===== config.mk =====
export PLATFORM = sky130hd
export DESIGN_NAME = binary_to_base5_converter
export DESIGN_NICKNAME = d
export VERILOG_FILES = /design/src/hw/rtl/b2b5_pkg.sv /design/src/hw/rtl/binary_to_base5_converter.sv /design/src/hw/rtl/b2b5_ctrl.sv /design/src/hw/rtl/b2b5_datapath.sv
export SDC_FILE = /design/constraint.sdc
export NUM_CORES = 1
export LEC_CHECK = 0
export ABC_AREA = 1
export BUFFER_PORTS_ARGS = -buffer_cell sky130_fd_sc_hd__buf_2
export CORE_ASPECT_RATIO = 1.75
export CORE_MARGIN = 2
export CORE_UTILIZATION = 60
export CTS_CLUSTER_SIZE = 20
export DETAILED_ROUTE_END_ITERATION = 8
export PLACE_DENSITY_LB_ADDON = 0.1
export SLEW_MARGIN = 5
export SYNTH_ARGS = -nofsm -noshare
export SYNTH_HDL_FRONTEND = slang
export SYNTH_SLANG_ARGS = --single-unit

===== constraint.sdc =====
create_clock -name clock -period 15.1 [get_ports clock]
set_input_delay 0.755 -clock clock [delete_from_list [all_inputs] [get_ports clock]]
set_output_delay 0.755 -clock clock [all_outputs]
set_load 0.03 [all_outputs]

===== src/hw/rtl/b2b5_pkg.sv =====
// Package for the binary to base-5 converter.
// Holds the radix constants, the controller/datapath command and status
// structs and the chunked divide-by-five step. Depends on nothing.
package b2b5_pkg;

   localparam int RADIX      = 5;
   localparam int DIGIT_W    = 3;
   localparam int CHUNK_BITS = 8;

   // Controller to datapath commands
   typedef struct packed {
      logic load;        // capture a new value, clear digit state
      logic step;        // divide one chunk of the quotient by five
      logic start_emit;  // point the read index at the top digit
      logic emit;        // move one digit into the output register
   } b2b5_cmd_type;

   // Datapath to controller status
   typedef struct packed {
      logic divide_done; // quotient exhausted or digit store full
      logic emit_last;   // read index sits on the least significant digit
      logic out_free;    // output register can take a digit this cycle
   } b2b5_sts_type;

   typedef struct packed {
      logic [CHUNK_BITS-1:0] quot;
      logic [DIGIT_W-1:0]    rem;
   } b2b5_div_type;

   // Long division of one chunk by five, most significant bit first.
   // The running remainder stays below five, so each step is a 4-bit compare.
   function automatic b2b5_div_type div5_chunk(input logic [DIGIT_W-1:0]    rem_in,
                                               input logic [CHUNK_BITS-1:0] bits);
      b2b5_div_type     res;
      logic [DIGIT_W:0] part;
      logic [DIGIT_W-1:0] rem;
      rem = rem_in;
      res = '0;
      for (int i = CHUNK_BITS - 1; i >= 0; i--) begin
         part = {rem, bits[i]};
         if (part >= (DIGIT_W + 1)'(RADIX)) begin
            res.quot[i] = 1'b1;
            part        = part - (DIGIT_W + 1)'(RADIX);
         end
         rem = part[DIGIT_W-1:0];
      end
      res.rem = rem;
      return res;
   endfunction

endpackage


===== src/hw/rtl/binary_to_base5_converter.sv =====
// Binary to base-5 converter: takes one unsigned VALUE_BITS-bit integer per
// item and returns its base-5 digits, most significant first, one item per
// digit; the final digit carries last and the number of distinct digit
// values used, and zero gives a single digit 0. At most MAX_DIGITS digits
// are kept (the least significant ones). Each digit takes ceil(VALUE_BITS/8)
// steps of the divide-by-five unit, which handles 8 quotient bits a cycle;
// all digits of an item are found before the first one is emitted. One item
// is worked on at a time; the last digit of one item may still wait at the
// output while the next item is accepted.
// Depends on b2b5_pkg, b2b5_ctrl and b2b5_datapath.
module binary_to_base5_converter
   import b2b5_pkg::*;
#(
   parameter int VALUE_BITS = 31,
   parameter int MAX_DIGITS = 14
)(
   input  logic                  clock,
   input  logic                  reset,
   input  logic                  req_valid,
   output logic                  req_ready,
   input  logic [VALUE_BITS-1:0] req_value,
   output logic                  rsp_valid,
   input  logic                  rsp_ready,
   output logic [DIGIT_W-1:0]    rsp_digit,
   output logic                  rsp_last,
   output logic [DIGIT_W-1:0]    rsp_distinct_digits
);

   b2b5_cmd_type cmd;
   b2b5_sts_type sts;

   b2b5_ctrl u_ctrl (
      .clock     (clock),
      .reset     (reset),
      .req_valid (req_valid),
      .req_ready (req_ready),
      .sts       (sts),
      .cmd       (cmd)
   );

   b2b5_datapath #(
      .VALUE_BITS (VALUE_BITS),
      .MAX_DIGITS (MAX_DIGITS)
   ) u_datapath (
      .clock               (clock),
      .reset               (reset),
      .cmd                 (cmd),
      .sts                 (sts),
      .req_value           (req_value),
      .rsp_ready           (rsp_ready),
      .rsp_valid           (rsp_valid),
      .rsp_digit           (rsp_digit),
      .rsp_last            (rsp_last),
      .rsp_distinct_digits (rsp_distinct_digits)
   );

endmodule


===== src/hw/rtl/b2b5_ctrl.sv =====
// Controller of the binary to base-5 converter.
// Sequences load, chunked division and digit emission; uses b2b5_pkg.
module b2b5_ctrl
   import b2b5_pkg::*;
(
   input  logic         clock,
   input  logic         reset,
   input  logic         req_valid,
   output logic         req_ready,
   input  b2b5_sts_type sts,
   output b2b5_cmd_type cmd
);

   typedef enum logic [1:0] {
      S_IDLE,
      S_DIVIDE,
      S_EMIT
   } state_type;

   state_type state_ff;
   state_type state_in;

   // Decode commands and next state
   always_comb begin
      cmd      = '0;
      state_in = state_ff;
      unique case (state_ff)
         S_IDLE: begin
            if (req_valid) begin
               cmd.load = 1'b1;
               state_in = S_DIVIDE;
            end
         end
         S_DIVIDE: begin
            if (sts.divide_done) begin
               cmd.start_emit = 1'b1;
               state_in       = S_EMIT;
            end else begin
               cmd.step = 1'b1;
            end
         end
         S_EMIT: begin
            if (sts.out_free) begin
               cmd.emit = 1'b1;
               if (sts.emit_last) begin
                  state_in = S_IDLE;
               end
            end
         end
         default: begin
            state_in = S_IDLE;
         end
      endcase
   end

   assign req_ready = (state_ff == S_IDLE);

   // Hold state
   always_ff @(posedge clock) begin
      if (reset) begin
         state_ff <= S_IDLE;
      end else begin
         state_ff <= state_in;
      end
   end

endmodule


===== src/hw/rtl/b2b5_datapath.sv =====
// Datapath of the binary to base-5 converter: quotient register with
// chunked divide-by-five, digit store and output register. Uses b2b5_pkg.
module b2b5_datapath
   import b2b5_pkg::*;
#(
   parameter int VALUE_BITS = 31,
   parameter int MAX_DIGITS = 14
)(
   input  logic                  clock,
   input  logic                  reset,
   input  b2b5_cmd_type          cmd,
   output b2b5_sts_type          sts,
   input  logic [VALUE_BITS-1:0] req_value,
   input  logic                  rsp_ready,
   output logic                  rsp_valid,
   output logic [DIGIT_W-1:0]    rsp_digit,
   output logic                  rsp_last,
   output logic [DIGIT_W-1:0]    rsp_distinct_digits
);

   localparam int NCHUNK   = (VALUE_BITS + CHUNK_BITS - 1) / CHUNK_BITS;
   localparam int PAD_BITS = NCHUNK * CHUNK_BITS;
   localparam int CHUNK_W  = (NCHUNK > 1) ? $clog2(NCHUNK) : 1;
   localparam int CNT_W    = $clog2(MAX_DIGITS + 1);
   localparam int IDX_W    = $clog2(MAX_DIGITS);

   logic [PAD_BITS-1:0] work_ff, work_in;
   logic [DIGIT_W-1:0]  rem_ff, rem_in;
   logic [CHUNK_W-1:0]  chunk_ff, chunk_in;
   logic [CNT_W-1:0]    count_ff, count_in;
   logic [RADIX-1:0]    mask_ff, mask_in;
   logic [IDX_W-1:0]    rd_ff, rd_in;
   logic                rsp_valid_ff, rsp_valid_in;
   logic [DIGIT_W-1:0]  rsp_digit_ff;
   logic                rsp_last_ff;
   logic [DIGIT_W-1:0]  rsp_distinct_ff;
   logic [DIGIT_W-1:0]  digit_buf_ff [MAX_DIGITS];

   b2b5_div_type        div;
   logic                chunk_last;
   logic                digit_done;
   logic [DIGIT_W-1:0]  distinct;

   // Divide the top chunk of the working quotient
   always_comb begin
      div        = div5_chunk(rem_ff, work_ff[PAD_BITS-1 -: CHUNK_BITS]);
      chunk_last = (chunk_ff == CHUNK_W'(NCHUNK - 1));
      digit_done = cmd.step && chunk_last;
   end

   // Count distinct digit values seen
   always_comb begin
      distinct = '0;
      for (int i = 0; i < RADIX; i++) begin
         distinct = distinct + DIGIT_W'(mask_ff[i]);
      end
   end

   // Next values of the control registers
   always_comb begin
      work_in      = work_ff;
      rem_in       = rem_ff;
      chunk_in     = chunk_ff;
      count_in     = count_ff;
      mask_in      = mask_ff;
      rd_in        = rd_ff;
      rsp_valid_in = rsp_valid_ff;
      if (rsp_ready) begin
         rsp_valid_in = 1'b0;
      end
      if (cmd.load) begin
         work_in  = PAD_BITS'(req_value);
         rem_in   = '0;
         chunk_in = '0;
         count_in = '0;
         mask_in  = '0;
      end
      if (cmd.step) begin
         // rotate the quotient bits in at the bottom
         work_in = (work_ff << CHUNK_BITS) | PAD_BITS'(div.quot);
         if (chunk_last) begin
            rem_in   = '0;
            chunk_in = '0;
            count_in = count_ff + CNT_W'(1);
            mask_in  = mask_ff | (RADIX'(1) << div.rem);
         end else begin
            rem_in   = div.rem;
            chunk_in = chunk_ff + CHUNK_W'(1);
         end
      end
      if (cmd.start_emit) begin
         rd_in = IDX_W'(count_ff - CNT_W'(1));
      end
      if (cmd.emit) begin
         rd_in        = rd_ff - IDX_W'(1);
         rsp_valid_in = 1'b1;
      end
   end

   // Status to the controller
   always_comb begin
      sts.divide_done = (chunk_ff == '0) && (count_ff != '0)
                        && ((work_ff == '0) || (count_ff == CNT_W'(MAX_DIGITS)));
      sts.emit_last   = (rd_ff == '0);
      sts.out_free    = !rsp_valid_ff || rsp_ready;
   end

   // Hold control state
   always_ff @(posedge clock) begin
      if (reset) begin
         work_ff      <= '0;
         rem_ff       <= '0;
         chunk_ff     <= '0;
         count_ff     <= '0;
         mask_ff      <= '0;
         rd_ff        <= '0;
         rsp_valid_ff <= 1'b0;
      end else begin
         work_ff      <= work_in;
         rem_ff       <= rem_in;
         chunk_ff     <= chunk_in;
         count_ff     <= count_in;
         mask_ff      <= mask_in;
         rd_ff        <= rd_in;
         rsp_valid_ff <= rsp_valid_in;
      end
   end

   // Store each finished digit, least significant first
   always_ff @(posedge clock) begin
      if (digit_done) begin
         digit_buf_ff[count_ff[IDX_W-1:0]] <= div.rem;
      end
   end

   // Load the output register, most significant digit first
   always_ff @(posedge clock) begin
      if (cmd.emit) begin
         rsp_digit_ff    <= digit_buf_ff[rd_ff];
         rsp_last_ff     <= (rd_ff == '0);
         rsp_distinct_ff <= (rd_ff == '0) ? distinct : '0;
      end
   end

   assign rsp_valid           = rsp_valid_ff;
   assign rsp_digit           = rsp_digit_ff;
   assign rsp_last            = rsp_last_ff;
   assign rsp_distinct_digits = rsp_distinct_ff;

endmodule

==> reports/qor.yml <==
run_status:
  outcome: "finished clean"
layout:
  multi_input_area_mm2: 0.00258
  nFillCells: 766
  antennaDiodeCount: 0
  nets: 722
  final-seq-area_mm2: 0.00253
  final_cell_mix: "nand2_1 (107), nor2_1 (85), inv_1 (56), dfxtp_1 (53), edfxtp_1 (49)"
  layout.cells.most_common: "nand2_1"
  drive_above_1_share: 0.202
  syn_to_final_growth_pct: 11.4
floorplanning:
  core_area_mm2: 0.00892
  boundaryPins: 44
  die_w_um: 76.0
  die_y_um: 130
  initial_core_util: 0.610
  die-area_mm2: 0.00987
  std_cell_rows: 46
yosys:
  synth_area_leaders: "edfxtp_1 (27%), dfxtp_1 (20%), nand2_1 (7.4%)"
  ys.flop_type: "dfxtp_1"
  synth_top_cell_area_share: 0.271
  yosysSeqAreaShare: 0.466
  async_flop_share: 0
  ys_types: 40
  synth.cell_area_mm2: 0.00544
  synth_area_leader_cell: "edfxtp_1"
  synth_area_per_cell_um2: 8.63
  yosys_warnings: 0
  synth-seq-cells: 102
  synth_edf_count: 49
  synth.net_count: 692
  synthCells: 630
clock_network:
  postCtsResizedCells: 0
  cts_buffer_depth: 2
  cts_root_buf: "clkbuf_16"
  numClockSinks: 102
  cts.htree.levels: 3
  hold_buffers: 0
  clock_insertion_delay_worst_skew_ns: 0.34
  post_cts_buffers: 0
  cts_inserted_buffers: 9
  cts_tree: "built"
  clk_pin_slew_ns: 0.06
global_routing:
  grt_pass1_wl_mm: 21.6
  grt-ovfl-total: 0
  grt_util_all_layers: 0.281
  antenna_found_initial: 0
  grt_pass1_vias: 4615
  grt_max_degree: 43
timing:
  finalCritPeriodShare: 0.528
  worst_pin_slew_ns: 1.01
  max_slew_margin: 0.328
  finalMaxSlewViolations: 0
  rsz0062_at_grt: "false"
  setup_tns_ns: 0
  fmax_mhz: 125
  period_needed_ns: 7.97
  hold_viol_final: 0
  finClkSkew_ns: 0.00386
  finalSetupViolCount: 0
placement:
  dp_hpwl_mm: 9.42
  place_congestion: 0.933
  numPortBuffers: 43
worst_setup_path:
  slowest_delay_ns: 0.41
  critPathLaunchType: "flop"
  crit_path_end_kind: "flop"
  worst-path-max-fanout: 17
  worstPathArrival_ns: 8.24
  slowest_stage: "dfxtp_1"
  required_ns: 15.37
  path_class: "reg2reg"
detailed_routing:
  dr.pass1.iters: 4
  via_per_inst: 5.62
  wire_per_inst_um: 16.7
  drt.antenna.violating_nets: 0
  drt-total-wl_mm: 13.1
  vias: 4411
  first_iter_violations: 255
  drcViolationCount: 0
run:
  drv_cap: 0
worst_hold_path:
  hp-class: "reg2reg"
[Yosys cell counts, types with 2 or more instances]
| master | n |
|---|---|
| nand3_1 | 29 |
| nor3_1 | 3 |
| edfxtp_1 | 49 |
| nand3_4 | 4 |
| ha_1 | 25 |
| a21oi_1 | 19 |
| nand2_1 | 107 |
| nor4_1 | 8 |
| o22ai_1 | 10 |
| nand2_2 | 26 |
| nand4_1 | 4 |
| a31oi_1 | 15 |
| nand2_4 | 8 |
| clkbuf_1 | 25 |
| a221oi_1 | 12 |
| or2_2 | 7 |
| fa_1 | 2 |
| inv_2 | 2 |
| nor2_1 | 86 |
| dfxtp_1 | 53 |
| nor2_4 | 3 |
| o21ai_0 | 44 |
| o21ai_2 | 4 |
| inv_1 | 56 |
| a21oi_2 | 6 |
| nand3_2 | 9 |
[cell type report]
type                            instances  area share
Clock buffer                           12      0.0425
Clock inverter                          4      0.0128
Inverter                               59      0.0374
Multi-Input combinational cell        443       0.426
Sequential cell                       102       0.418
Tap cell                              120      0.0248
Timing Repair Buffer                   45      0.0380
[cells by family after synthesis]
kind of cell	count (synthesis)	share of synthesized area
simple gates	297	0.272
fa+ha+maj	27	0.0649
xor+xnor	2	0.00322
buf+inv	85	0.0596
compound gates	117	0.135
flops	102	0.466
[registers in the layout (all words and copies together) (netlist names), 3 cells and up]
| signal | flops |
|---|---|
| u_datapath.count_ff | 4 |
| u_datapath.digit_buf_ff | 42 |
| u_datapath.rd_ff | 4 |
| u_datapath.mask_ff | 5 |
| u_datapath.rsp_distinct_digits | 3 |
| u_datapath.work_ff | 32 |
| u_datapath.rem_ff | 3 |
| u_datapath.rsp_digit | 3 |
[final timing paths]
check,depth (start not counted),slack [ns],from,end
worst max-delay path,55,7.13,u_datapath.work_ff[31]$_SDFFE_PP0P_,u_datapath.mask_ff[3]$_SDFF_PP0_
worst min-delay path,2,0.48,u_datapath.rem_ff[0]$_SDFFE_PP0P_,u_datapath.rem_ff[0]$_SDFFE_PP0P_
worst max register to register,55,7.13,u_datapath.work_ff[31]$_SDFFE_PP0P_,u_datapath.mask_ff[3]$_SDFF_PP0_
worst min register to register,2,0.48,u_datapath.rem_ff[0]$_SDFFE_PP0P_,u_datapath.rem_ff[0]$_SDFFE_PP0P_
[metrics by stage]
stage / area (µm²) / utilization / worst slack (ns) / std cells / hold WS (ns)
6_report: 6060 / 0.679 / 7.13 / 785 / 0.484
5_1_grt: 6060 / 0.679 / 6.45 / 785 / 0.512
4_1_cts: 6060 / 0.679 / 7.13 / 785 / 0.481
3_5_place_dp: 5720 / 0.642 / 7.30 / 769 / 0.464
3_3_place_gp: 5720 / 0.642 / 7.73 / 769 / 0.457
2_1_floorplan: 5440 / - / 8.09 / 630 / 0.445
[routing by layer]
| layer | up-vias | share of wire | track usage |
|---|---|---|---|
| met4 | 0 | 0.052 | 0.182 |
| met3 | 43 | 0.026 | 0.0297 |
| met2 | 113 | 0.55 | 0.559 |
| li1 | 2191 | - | - |
| met1 | 2064 | 0.37 | 0.274 |
| met5 | - | 0 | 0 |
[worst max-delay path, delay by kind of cell (launching register included)]
family                     cells  cell delay (ns)
adders and majority gates      8             1.55
buffers and inverters         11             0.81
AOI/OAI and AO/OA              1             0.15
DFF                            1             0.41
and+or+nand+nor               35             4.94
Power is not shown: default switching activity piles up to over one toggle a cycle in this logic, so the estimate is an artifact.
